### src/design/lsup_pkg.sv
// ----------------------------------------------------------------------------
// lsup_pkg
// Shared types and constants of the unique-push LIFO stack.
// ----------------------------------------------------------------------------
package lsup_pkg;

    localparam int DEPTH   = 16;
    localparam int VAL_W   = 31;
    localparam int CNT_W   = $clog2(DEPTH + 1);
    localparam int ADDR_W  = (DEPTH > 1) ? $clog2(DEPTH) : 1;

    typedef enum logic {
        CMD_PUSH = 1'b0,
        CMD_POP  = 1'b1
    } cmd_t;

    typedef enum logic [2:0] {
        ST_OK    = 3'd0,
        ST_NEG   = 3'd1,
        ST_DUP   = 3'd2,
        ST_FULL  = 3'd3,
        ST_EMPTY = 3'd4
    } status_t;

    typedef enum logic [1:0] {
        S_IDLE,
        S_SCAN,
        S_POP,
        S_DONE
    } state_t;

    typedef struct packed {
        cmd_t               cmd;
        logic signed [31:0] value;
    } in_word_t;

    typedef struct packed {
        status_t            status;
        logic [VAL_W-1:0]   result_value;
    } out_word_t;

    // Finished result handed from the sequencer to the output register.
    typedef struct packed {
        logic       valid;
        out_word_t  word;
    } res_t;

    // Memory access request issued by the sequencer.
    typedef struct packed {
        logic               re;
        logic [ADDR_W-1:0]  raddr;
        logic               we;
        logic [ADDR_W-1:0]  waddr;
        logic [VAL_W-1:0]   wdata;
    } mem_req_t;

endpackage

### src/design/lsup_ram.sv
// ----------------------------------------------------------------------------
// lsup_ram
// Simple dual-port synchronous RAM, one write and one registered read port.
// ----------------------------------------------------------------------------
module lsup_ram #(
    parameter int DEPTH_P = 16,
    parameter int WIDTH_P = 31,
    parameter int ADDR_P  = 4
) (
    input  logic               aclk,
    input  logic               we,
    input  logic [ADDR_P-1:0]  waddr,
    input  logic [WIDTH_P-1:0] wdata,
    input  logic               re,
    input  logic [ADDR_P-1:0]  raddr,
    output logic [WIDTH_P-1:0] rdata
);

    logic [WIDTH_P-1:0] mem [DEPTH_P];
    logic [WIDTH_P-1:0] rdata_reg;

    always_ff @(posedge aclk) begin
        if (we) begin
            mem[waddr] <= wdata;
        end
    end

    always_ff @(posedge aclk) begin
        if (re) begin
            rdata_reg <= mem[raddr];
        end
    end

    assign rdata = rdata_reg;

endmodule

### src/design/lsup_ctrl.sv
// ----------------------------------------------------------------------------
// lsup_ctrl
// Command sequencer: duplicate scan, push/pop and stack count.
// ----------------------------------------------------------------------------
module lsup_ctrl (
    input  logic                   aclk,
    input  logic                   aresetn,
    input  logic                   s_valid,
    output logic                   s_ready,
    input  lsup_pkg::in_word_t     s_word,
    input  logic [lsup_pkg::VAL_W-1:0] rdata,
    output lsup_pkg::mem_req_t     mem_req,
    input  logic                   out_free,
    output lsup_pkg::res_t         res
);
    import lsup_pkg::*;

    state_t             state_reg, state_next;
    logic [VAL_W-1:0]   val_reg, val_next;
    logic [ADDR_W-1:0]  idx_reg, idx_next;
    logic [CNT_W-1:0]   count_reg, count_next;
    out_word_t          res_reg, res_next;
    logic [CNT_W-1:0]   idx_plus1;

    always_ff @(posedge aclk) begin
        if (!aresetn) begin
            state_reg <= S_IDLE;
            count_reg <= '0;
        end else begin
            state_reg <= state_next;
            count_reg <= count_next;
        end
    end

    always_ff @(posedge aclk) begin
        val_reg <= val_next;
        idx_reg <= idx_next;
        res_reg <= res_next;
    end

    assign idx_plus1 = CNT_W'(idx_reg) + CNT_W'(1);

    always_comb begin
        state_next = state_reg;
        val_next   = val_reg;
        idx_next   = idx_reg;
        count_next = count_reg;
        res_next   = res_reg;
        mem_req    = '0;
        s_ready    = 1'b0;
        res.valid  = 1'b0;
        res.word   = res_reg;

        unique case (state_reg)
            S_IDLE: begin
                s_ready = 1'b1;
                if (s_valid) begin
                    val_next = s_word.value[VAL_W-1:0];
                    if (s_word.cmd == CMD_POP) begin
                        if (count_reg == '0) begin
                            res_next   = '{status: ST_EMPTY, result_value: '0};
                            state_next = S_DONE;
                        end else begin
                            mem_req.re    = 1'b1;
                            mem_req.raddr = ADDR_W'(count_reg - CNT_W'(1));
                            state_next    = S_POP;
                        end
                    end else if (s_word.value[31]) begin
                        res_next   = '{status: ST_NEG, result_value: '0};
                        state_next = S_DONE;
                    end else if (count_reg == '0) begin
                        // nothing to compare against: write straight away
                        mem_req.we    = 1'b1;
                        mem_req.waddr = '0;
                        mem_req.wdata = s_word.value[VAL_W-1:0];
                        count_next    = CNT_W'(1);
                        res_next      = '{status: ST_OK,
                                          result_value: s_word.value[VAL_W-1:0]};
                        state_next    = S_DONE;
                    end else begin
                        mem_req.re    = 1'b1;
                        mem_req.raddr = '0;
                        idx_next      = '0;
                        state_next    = S_SCAN;
                    end
                end
            end
            S_POP: begin
                count_next = count_reg - CNT_W'(1);
                res_next   = '{status: ST_OK, result_value: rdata};
                state_next = S_DONE;
            end
            S_SCAN: begin
                // rdata holds the entry at idx_reg
                if (rdata == val_reg) begin
                    res_next   = '{status: ST_DUP, result_value: '0};
                    state_next = S_DONE;
                end else if (idx_plus1 == count_reg) begin
                    if (count_reg == CNT_W'(DEPTH)) begin
                        res_next = '{status: ST_FULL, result_value: '0};
                    end else begin
                        mem_req.we    = 1'b1;
                        mem_req.waddr = count_reg[ADDR_W-1:0];
                        mem_req.wdata = val_reg;
                        count_next    = count_reg + CNT_W'(1);
                        res_next      = '{status: ST_OK,
                                          result_value: val_reg};
                    end
                    state_next = S_DONE;
                end else begin
                    mem_req.re    = 1'b1;
                    mem_req.raddr = idx_plus1[ADDR_W-1:0];
                    idx_next      = idx_plus1[ADDR_W-1:0];
                end
            end
            S_DONE: begin
                res.valid = out_free;
                if (out_free) begin
                    state_next = S_IDLE;
                end
            end
            default: begin
                state_next = S_IDLE;
            end
        endcase
    end

endmodule

### src/design/lifo_stack_unique_push.sv
// ----------------------------------------------------------------------------
// lifo_stack_unique_push
// LIFO stack of non-negative 31-bit values that refuses duplicate pushes.
// ----------------------------------------------------------------------------
// Each input word is a push or a pop and yields exactly one result word with
// a status (ok, negative, duplicate, full, empty) and a value. Entries live
// in a single synchronous RAM with a registered read port. A push walks the
// occupied entries one RAM read per cycle to look for a duplicate. One
// command is in flight at a time. Results sit in an output register, so the
// next command is taken while a result still waits. Stored entries need no
// reset; the stack count clears on reset.
// ----------------------------------------------------------------------------
module lifo_stack_unique_push (
    input  logic                 aclk,
    input  logic                 aresetn,
    input  logic                 s_valid,
    output logic                 s_ready,
    input  lsup_pkg::in_word_t   s_word,
    output logic                 m_valid,
    input  logic                 m_ready,
    output lsup_pkg::out_word_t  m_word
);
    import lsup_pkg::*;

    mem_req_t          mem_req;
    res_t              res;
    logic [VAL_W-1:0]  rdata;
    logic              out_free;
    logic              m_valid_reg, m_valid_next;
    out_word_t         m_word_reg, m_word_next;

    // Entry store.
    lsup_ram #(
        .DEPTH_P (DEPTH),
        .WIDTH_P (VAL_W),
        .ADDR_P  (ADDR_W)
    ) u_ram (
        .aclk  (aclk),
        .we    (mem_req.we),
        .waddr (mem_req.waddr),
        .wdata (mem_req.wdata),
        .re    (mem_req.re),
        .raddr (mem_req.raddr),
        .rdata (rdata)
    );

    // Sequencer: scan, push, pop, count.
    lsup_ctrl u_ctrl (
        .aclk     (aclk),
        .aresetn  (aresetn),
        .s_valid  (s_valid),
        .s_ready  (s_ready),
        .s_word   (s_word),
        .rdata    (rdata),
        .mem_req  (mem_req),
        .out_free (out_free),
        .res      (res)
    );

    // Output register: free when empty or being drained this cycle.
    assign out_free = !m_valid_reg || m_ready;

    always_comb begin
        m_valid_next = m_valid_reg;
        m_word_next  = m_word_reg;
        if (res.valid) begin
            // load the finished result
            m_valid_next = 1'b1;
            m_word_next  = res.word;
        end else if (m_ready) begin
            // drop the delivered word
            m_valid_next = 1'b0;
        end
    end

    always_ff @(posedge aclk) begin
        if (!aresetn) begin
            m_valid_reg <= 1'b0;
        end else begin
            m_valid_reg <= m_valid_next;
        end
    end

    always_ff @(posedge aclk) begin
        m_word_reg <= m_word_next;
    end

    assign m_valid = m_valid_reg;
    assign m_word  = m_word_reg;

    // ------------------------------------------------------------------------
    // Assertions
    // ------------------------------------------------------------------------

    // Never overwrite a result that has not been taken.
    a_no_overwrite: assert property (@(posedge aclk) disable iff (!aresetn)
        res.valid |-> (!m_valid_reg || m_ready))
        else $error("result loaded over a pending word");

    // No new command while a result is still being handed off.
    a_idle_no_result: assert property (@(posedge aclk) disable iff (!aresetn)
        s_ready |-> !res.valid)
        else $error("input ready while a result is pending");

    // Refused commands carry a zero value.
    a_refused_zero: assert property (@(posedge aclk) disable iff (!aresetn)
        (m_valid && m_word.status != ST_OK) |-> (m_word.result_value == '0))
        else $error("refused result with nonzero value");

    // The sequencer never reads and writes the store in the same cycle.
    a_mem_excl: assert property (@(posedge aclk) disable iff (!aresetn)
        !(mem_req.re && mem_req.we))
        else $error("simultaneous store read and write");

endmodule

### config.mk
export PLATFORM = sky130hd
export DESIGN_NAME = lifo_stack_unique_push
export DESIGN_NICKNAME = d
export VERILOG_FILES = /design/src/design/lsup_pkg.sv /design/src/design/lsup_ram.sv /design/src/design/lsup_ctrl.sv /design/src/design/lifo_stack_unique_push.sv
export SDC_FILE = /design/constraint.sdc
export NUM_CORES = 1
export LEC_CHECK = 0
export ABC_CLOCK_PERIOD_IN_PS = 6100
export BUFFER_PORTS_ARGS = -buffer_cell sky130_fd_sc_hd__clkbuf_2
export CAP_MARGIN = 5
export CORE_MARGIN = 2
export CORE_UTILIZATION = 40
export CTS_CLUSTER_SIZE = 16
export DETAILED_ROUTE_END_ITERATION = 8
export PLACE_DENSITY = 0.65
export SYNTH_ARGS = -nofsm -noshare
export SYNTH_HDL_FRONTEND = slang
export SYNTH_HIERARCHICAL = 1
export SYNTH_SLANG_ARGS = --single-unit
### constraint.sdc
create_clock -name aclk -period 6.1 [get_ports aclk]
set_clock_uncertainty 0.1 [all_clocks]
set_input_delay 0.61 -clock aclk [delete_from_list [all_inputs] [get_ports aclk]]
set_output_delay 0.61 -clock aclk [all_outputs]
set_load 0.01 [all_outputs]
---- Word level (Yosys, flattened, before mapping) ----
Memory sizes are Yosys's and may differ from the RTL's. A register that Yosys moved wholly into a read port is not among the register bits.
Index checks and enable logic that the tools add are counted.
storage, ports and cells
  bits in registers ....................... 111
  RAM bits ................................ 496
  input port bits ......................... 37
  logic and storage cells ................. 95
  memories kept ........................... 1
memory list
  name       words  width  rd ports  clocked after Yosys merged registers in  write ports  RTL line        source
  u_ram.mem  16     31     1         1                                        1            lsup_ram.sv:19  logic [WIDTH_P-1:0] mem [DEPTH_P];
cells by class
  add/sub/neg operators ................... 3
  eq/ne operators ......................... 19
  muxes and demuxes ....................... 51
  reductions and logical operators ........ 12
operators with widths
  cell                                                             count
  34-bit 2-to-1 mux                                                7
  36-bit 2-to-1 mux                                                4
  41-bit 2-to-1 mux                                                3
  34-bit case mux with 3 select lines                              1
  41-bit case mux with 2 select lines                              1
  5-bit 2-to-1 mux                                                 11
  33-bit 2-to-1 mux                                                1
  31-bit == test                                                   1
  4-bit 2-to-1 mux                                                 6
  5-bit case mux with 3 select lines                               1
  2-bit 2-to-1 mux                                                 7
  2-bit != test, second input constant                             7
  2-bit case mux with 4 select lines                               1
  4-bit case mux with 2 select lines                               1
  8-bit AND reduction                                              1
  1-bit 2-to-1 mux                                                 7
  7-bit AND reduction                                              1
  2-bit by 1-bit != test with 1-bit output, second input constant  3
  3-bit by 2-bit != test with 1-bit output, second input constant  2
  4-bit by 1-bit adder with 5-bit output, second input constant    1
  5-bit by 1-bit adder with 5-bit output, second input constant    1
  5-bit == test                                                    1
  5-bit == test, second input constant                             1
  5-bit logical NOT                                                1
  12 further kinds                                                 14

---- Logic depth before layout (Yosys ltp) ----
Gate-level depths: netlist of the first run.
  depth in word-level cells ............... 8
  depth in mapped cells ................... 13

---- Cells and area by module ----
Netlist of the first run, hierarchy kept.
by module, submodules not included
  module                  instances  cells each  area an instance (um2)  seq. area each (um2)
  lsup_ram                1          812         19558.8                 15825.2
  lsup_ctrl               1          401         4352.9                  2212.1
  lifo_stack_unique_push  1          38          1069.8                  1041.0

---- Least setup slack after synthesis of the first run ----
OpenSTA, ideal clock, no wires.
  path type ............................... register to register
  start ................................... register u_ctrl.state_reg[0]
  end ..................................... memory u_ram.mem[0][0] (enable)
  library setup time ...................... 458 ps
  data arrival time ....................... 4888 ps
  data required time ...................... 5542 ps
  slack ................................... 654 ps
  stages on the path, launching flop included .. 10
  path buffers ............................ 2
  clock period less this slack ............ 5446 ps
  cells stage by stage .................... dfxtp_1 > inv_1 > ha_1 > clkbuf_1 > and2_1 > and3_1 > clkbuf_1 > or2_1 > or3b_1 > nor3_1
RTL lines
  element                 RTL line         source
  from (decl)             lsup_ctrl.sv:18  state_t state_reg, state_next;
  from (signal assigned)  lsup_ctrl.sv:30  state_reg <= state_next;
  to (decl)               lsup_ram.sv:19

==> results of run 1 <==
==> per-stage QoR <==
stage	power (mW)	cell area, um^2
after floorplan	8.05	25000
after global placement	9.17	26600
after detailed placement	9.24	26600
after CTS	13.1	28700
after global routing	13.6	28700
final	13.0	28700
==> worst max-delay path by stage <==
stage	end	slack, ns	cells after the start	from
6_report	u_ram/mem[11][12]	1.31	10	u_ctrl/idx_reg[0]
3_3_place_gp	u_ram/mem[11][9]	1.49	10	u_ctrl/idx_reg[0]
5_1_grt	u_ram/mem[11][12]	1.18	10	u_ctrl/idx_reg[0]
3_5_place_dp	u_ram/mem[11][9]	1.40	10	u_ctrl/idx_reg[0]
4_1_cts	u_ram/mem[11][12]	1.37	10	u_ctrl/idx_reg[0]
2_1_floorplan	u_ram/mem[0][0]	0.65	9	u_ctrl/state_reg[0]
==> area by class of cell <==
class | instances | share of cell area
Inverter | 13 | 0.00170
Sequential cell | 638 | 0.666
Clock inverter | 38 | 0.0111
Tap cell | 837 | 0.0365
Clock buffer | 84 | 0.0615
Multi-Input combinational cell | 526 | 0.198
Timing Repair Buffer | 113 | 0.0255
==> power breakdown <==
part,total (mW),switching [mW],internal [mW]
clock network,3.88,1.65,2.23
registers,5.73,0.210,5.52
logic,3.42,2.16,1.26
total,13.0,4.02,9.01
==> worst max-delay path, cell delays in order (launching register included) <==
cell and delay (ns):
edfxtp_1 0.49, ha_1 0.29, xnor2_2 0.22, xnor2_1 0.12, nor4_2 0.36, nand2_2 0.18, nor2_4 0.88, or2_1 0.29
nand3b_1 0.31, nor2_4 0.75, buf_4 0.42
==> cells in the mapped netlist (all sizes together) (4+ instances only) <==
cell type,instances
buf,28
nor3,11
clkbuf,46
a32oi,31
o22ai,5
inv,13
xnor2,8
nand2b,4
o21ai,38
nor2b,4
mux4,124
and2,5
nand3,13
a22o,31
edfxtp,630
mux2i,7
nand2,79
dfxtp,8
ha,8
a22oi,62
xor2,35
nor4,9
nor2,23
a21oi,4
==> cells by family (layout without fill, tap and decap cells) <==
| logic type | count (synthesis) | count (layout) | synth area share |
|---|---|---|---|
| flip-flops | 638 | 638 | 0.764 |
| buffers and inverters | 87 | 248 | 0.0166 |
| XOR/XNOR | 43 | 43 | 0.0154 |
| multiplexers | 131 | 131 | 0.115 |
| adder cells (fa/ha/maj) | 8 | 8 | 0.00401 |
| AO/OA/AOI/OAI | 184 | 184 | 0.0555 |
| AND/OR/NAND/NOR | 160 | 160 | 0.0303 |
==> per-layer routing <==
| layer | routed length, um | share of wire | vias up | GRT usage |
|---|---|---|---|---|
| li1 | - | - | 5405 | - |
| met2 | 29000 | 0.48 | 531 | 0.307 |
| met3 | 5020 | 0.084 | 93 | 0.0481 |
| met1 | 24500 | 0.41 | 6847 | 0.250 |
| met4 | 1450 | 0.024 | 2 | 0.0637 |
| met5 | 16 | 0.00027 | - | 0 |
==> flow_metrics.env, run 1 <==
export IMPL_drv_cap=0
export IMPL_multi_input_area_mm2=0.00567
export IMPL_start_util=0.405
export IMPL_tightest_slew_ns=1.21
export IMPL_post_place_ws_ns=1.40
export IMPL_place_gp_congestion=0.804
export IMPL_synth_seq_area_share=0.764
export IMPL_vias=12878
export IMPL_coreArea_mm2=0.0617
export IMPL_period_minus_slack_ns=4.79
export IMPL_worst_setup_path_start_kind="register"
export IMPL_slew_headroom=0.190
export IMPL_async_reset_ff_frac=0
export IMPL_regArea_mm2=0.0191
export IMPL_cts_made_buffers=66
export IMPL_cts_root_buf="clkbuf_16"
export IMPL_layout_common_cells="edfxtp_1, mux4_2, nand2_1"
export IMPL_wire_per_inst_um=26.7
export IMPL_hp_start="s_word[29]"
export IMPL_synth_edf_count=630
export IMPL_drv_slew=0
export IMPL_whs_ns=0.118
export IMPL_yosysTopAreaCell="edfxtp_1"
export IMPL_largest_reg_flops=496
export IMPL_die_w_um=254
export IMPL_htreeDepth=3
export IMPL_drt_iter0_drc=1245
export IMPL_io_pins=73
export IMPL_critPathMaxFanout=32
export IMPL_synth_seq_cells=638
export IMPL_grt_first_pass_wirelength_um=87700
export IMPL_synth_top_cell_area_share=0.757
export IMPL_whs_path_depth=1
export IMPL_syn_num_nets=1296
export IMPL_area_delta_synth_final_pct=14.7
export IMPL_vdd_ir_drop_max_v=0.000241
export IMPL_fin_util=0.464
export IMPL_crit_required_ns=6.27
export IMPL_rr_endpoint="u_ram/mem[11][12]"
export IMPL_hold_viol_final=0
export IMPL_fin_setup_tns_ns=0
export IMPL_power_density_mw_per_mm2=455
export IMPL_antenna_found_initial=1
export IMPL_drive_gt1_frac=0.263
export IMPL_fmax_ghz=0.209
export IMPL_viasPerCell=5.73
export IMPL_r2r_start="u_ctrl/idx_reg[0]"
export IMPL_n_fill_cell=5175
export IMPL_drt_pass1_iterations=5
export IMPL_crit_path_end_kind="register"
export IMPL_rsz0062_at_grt="false"
export IMPL_finalSetupViolCount=0
export IMPL_synthTopCellsByArea="edfxtp_1, mux4_2, a22oi_1, xor2_1, nand2_1"
export IMPL_overflow=0
export IMPL_dieHeight_um=254
export IMPL_crit_type="reg -> reg"
export IMPL_cts_sinks=638
export IMPL_status="complete, no violations"
export IMPL_drtAntennaViolNets=0
export IMPL_cts_tree="done"
export IMPL_r2r_setup_slack_ns=1.31
export IMPL_hpwl_um=35700
export IMPL_instances_no_fill=2249
export IMPL_drc=0
export IMPL_grt_start_max_net_pins=65
export IMPL_mappedNetlistArea_mm2=0.0250
export IMPL_hold_end="u_ctrl/val_reg[29]"
export IMPL_post_cts_resized=0
export IMPL_place_inst=2127
export IMPL_synth_cells=1251
export IMPL_nNetsFinal=1403
export IMPL_diodes=0
export IMPL_grt_usage=0.189
export IMPL_row_count=91
export IMPL_synth_distinct_cells=51
export IMPL_p_leak_nw=9.61
export IMPL_path_clk_slew_ns=0.06
export IMPL_ctsHoldBuffers=0
export IMPL_timing_final_ws_setup_ns=1.31
export IMPL_r2r_cells=10
export IMPL_finalCritPeriodShare=0.785
export IMPL_postCtsSetupRepairBufs=0
export IMPL_clockBufferDepth=3
export IMPL_cp_arrival_ns=4.95
export IMPL_worst_hold_path_type="in -> reg"
export IMPL_ys_flop_type="edfxtp_1"
export IMPL_clock_latency_ns=0.61
export IMPL_grt_pass1_vias=13030
export IMPL_totalWireLength_um=60000
export IMPL_avgSynthCellArea_um2=20.0
export IMPL_io_buffers=72
export IMPL_dieArea_mm2=0.0645
export IMPL_layout_commonest_cell="edfxtp_1"
export IMPL_yosys_warnings=6
Note: power is estimated with default switching activity, not from simulation.
==> run 2: changes to the inputs <==
Settings changed: ABC_CLOCK_PERIOD_IN_PS 6100 to 4850.
Clock period 6.1 ns to 4.85 ns, I/O delays scaled along.
==> run 2 against run 1 <==
Compared with the run above: total power rose by 27%; combinational power up 27%; first-iteration DRC count grew 23%; final cell count shrank 0.22%; global-route usage is 0.73 points higher; non-clock buffer count up 8.
==> flow_metrics.env, run 2 (same netlist as run 1, synthesis figures left out) <==
export IMPL_post_dp_cell_area_mm2=0.0268
export IMPL_crit_type="reg -> reg"
export IMPL_use_met2=0.311
export IMPL_status="complete, no violations"
export IMPL_io_pins=73
export IMPL_finalSetupViolCount=0
export IMPL_drt_pass1_iterations=5
export IMPL_viasPerCell=5.86
export IMPL_htreeDepth=3
export IMPL_totalWireLength_um=62300
export IMPL_worst_hold_path_type="in -> reg"
export IMPL_multi_input_area_mm2=0.00570
export IMPL_cts_tree="done"
export IMPL_post_cts_resized=0
export IMPL_crit_required_ns=5.01
export IMPL_ctsHoldBuffers=7
export IMPL_tightest_slew_ns=1.03
export IMPL_wire_per_inst_um=27.8
export IMPL_regArea_mm2=0.0191
export IMPL_crit_path_end_kind="register"
export IMPL_area_delta_synth_final_pct=15.8
export IMPL_drive_gt1_frac=0.258
export IMPL_vdd_ir_drop_max_v=0.000389
export IMPL_power_mw=16.5
export IMPL_cp_buffers_inverters=2
export IMPL_cts_made_buffers=66
export IMPL_path_clk_slew_ns=0.06
export IMPL_final_cell_area_mm2=0.0289
export IMPL_grt_pass1_vias=13205
export IMPL_start_util=0.405
export IMPL_drc=0
export IMPL_drtAntennaViolNets=0
export IMPL_p_leak_nw=9.64
export IMPL_post_place_ws_ns=0.715
export IMPL_grt_first_pass_wirelength_um=90300
export IMPL_dieArea_mm2=0.0645
export IMPL_rsz0062_at_grt="false"
export IMPL_grt_start_max_net_pins=39
export IMPL_period_minus_slack_ns=4.19
export IMPL_coreArea_mm2=0.0617
export IMPL_busiest_layer="met2"
export IMPL_grt_usage=0.197
export IMPL_slowest_delay_ns=0.67
export IMPL_antenna_found_initial=1
export IMPL_overflow=0
export IMPL_io_buffers=72
export IMPL_power_density_mw_per_mm2=571
export IMPL_clock_latency_ns=0.60
export IMPL_worst_path_max_delay_cell="o21ai_2"
export IMPL_finalCritPeriodShare=0.865
export IMPL_cp_arrival_ns=4.36
export IMPL_fin_setup_tns_ns=0
export IMPL_layout_common_cells="edfxtp_1, mux4_2, nand2_1"
export IMPL_postCtsSetupRepairBufs=0
export IMPL_use_met1=0.270
export IMPL_n_fill_cell=5151
export IMPL_drv_slew=0
export IMPL_timing_final_ws_setup_ns=0.656
export IMPL_met3_usage=0.0449
export IMPL_dieHeight_um=254
export IMPL_drv_cap=0
export IMPL_critPathMaxFanout=22
export IMPL_cts_sinks=638
export IMPL_row_count=91
export IMPL_diodes=0
export IMPL_vias=13154
export IMPL_fmax_ghz=0.238
export IMPL_slew_headroom=0.313
export IMPL_cts_root_buf="clkbuf_16"
export IMPL_hold_viol_final=0
export IMPL_path_cells="xor2_1 -> nor4_1 -> nand4_1 -> o21ai_2 -> nor3_1 -> buf_4 -> nand2b_1 -> nor2_4 -> buf_12"
export IMPL_layout_commonest_cell="edfxtp_1"
export IMPL_die_w_um=254
export IMPL_nNetsFinal=1411
export IMPL_crit_family="simple AND/OR/NAND/NOR gates"
export IMPL_drt_iter0_drc=1536
export IMPL_fin_util=0.469
export IMPL_hpwl_um=33700
export IMPL_largest_reg_flops=496
export IMPL_clockBufferDepth=3
export IMPL_place_gp_congestion=0.784
export IMPL_worst_setup_path_start_kind="register"
==> run 2: cell count changes in the layout (fill, tap and decap cells not counted), sizes merged <==
cell / change
clkbuf: +6
buf: +1
clkinv: -15
dlygate4sd3: +7
clkinvlp: -1
inv: -3
==> run 2: per-stage QoR <==
step | hold slack, ns | std cells
6_report | 0.0235 | 2244
5_1_grt | 0.0242 | 2244
4_1_cts | 0.00235 | 2244
3_5_place_dp | 0.305 | 2128
3_3_place_gp | 0.301 | 2128
2_1_floorplan | 0.300 | 1251
==> run 2: final cells by class <==
| cell class | count | area share |
|---|---|---|
| Sequential cell | 638 | 0.660 |
| Multi-Input combinational cell | 526 | 0.197 |
| Clock buffer | 90 | 0.0646 |
| Tap cell | 837 | 0.0362 |
| Timing Repair Buffer | 121 | 0.0340 |
| Clock inverter | 19 | 0.00671 |
| Inverter | 13 | 0.00169 |
==> run 2: power by group <==
| group | switching [mW] | total, mW | internal, mW |
|---|---|---|---|
| Combinational | 2.67 | 4.34 | 1.67 |
| Clock | 2.02 | 4.91 | 2.89 |
| Sequential | 0.317 | 7.27 | 6.95 |
| Total | 5.00 | 16.5 | 11.5 |
==> run 2: worst paths after layout <==
check                   from                 to  slack, ns  depth (start not counted)
max          u_ram/rdata[14]  u_ram/mem[10][19]       0.66                          9
min                s_word[0]  u_ctrl/val_reg[0]       0.02                          1
max reg2reg  u_ram/rdata[14]  u_ram/mem[10][19]       0.66                          9
min reg2reg    u_ctrl/res[2]          m_word[2]       0.32                          0
==> run 2: worst register-to-register path, stage by stage (launching register included) <==
cell and delay, ns:
edfxtp_1 0.49, xor2_1 0.20, nor4_1 0.52, nand4_1 0.33, o21ai_2 0.67, nor3_1 0.10, buf_4 0.21, nand2b_1 0.33
nor2_4 0.58, buf_12 0.33
==> run 2: routing by layer <==
| layer | part of all wire | vias to the layer above |
|---|---|---|
| met3 | 0.098 | 96 |
| met1 | 0.41 | 6935 |
| met2 | 0.47 | 713 |
| met4 | 0.024 | 0 |
| met5 | 0 | - |
| li1 | - | 5410 |
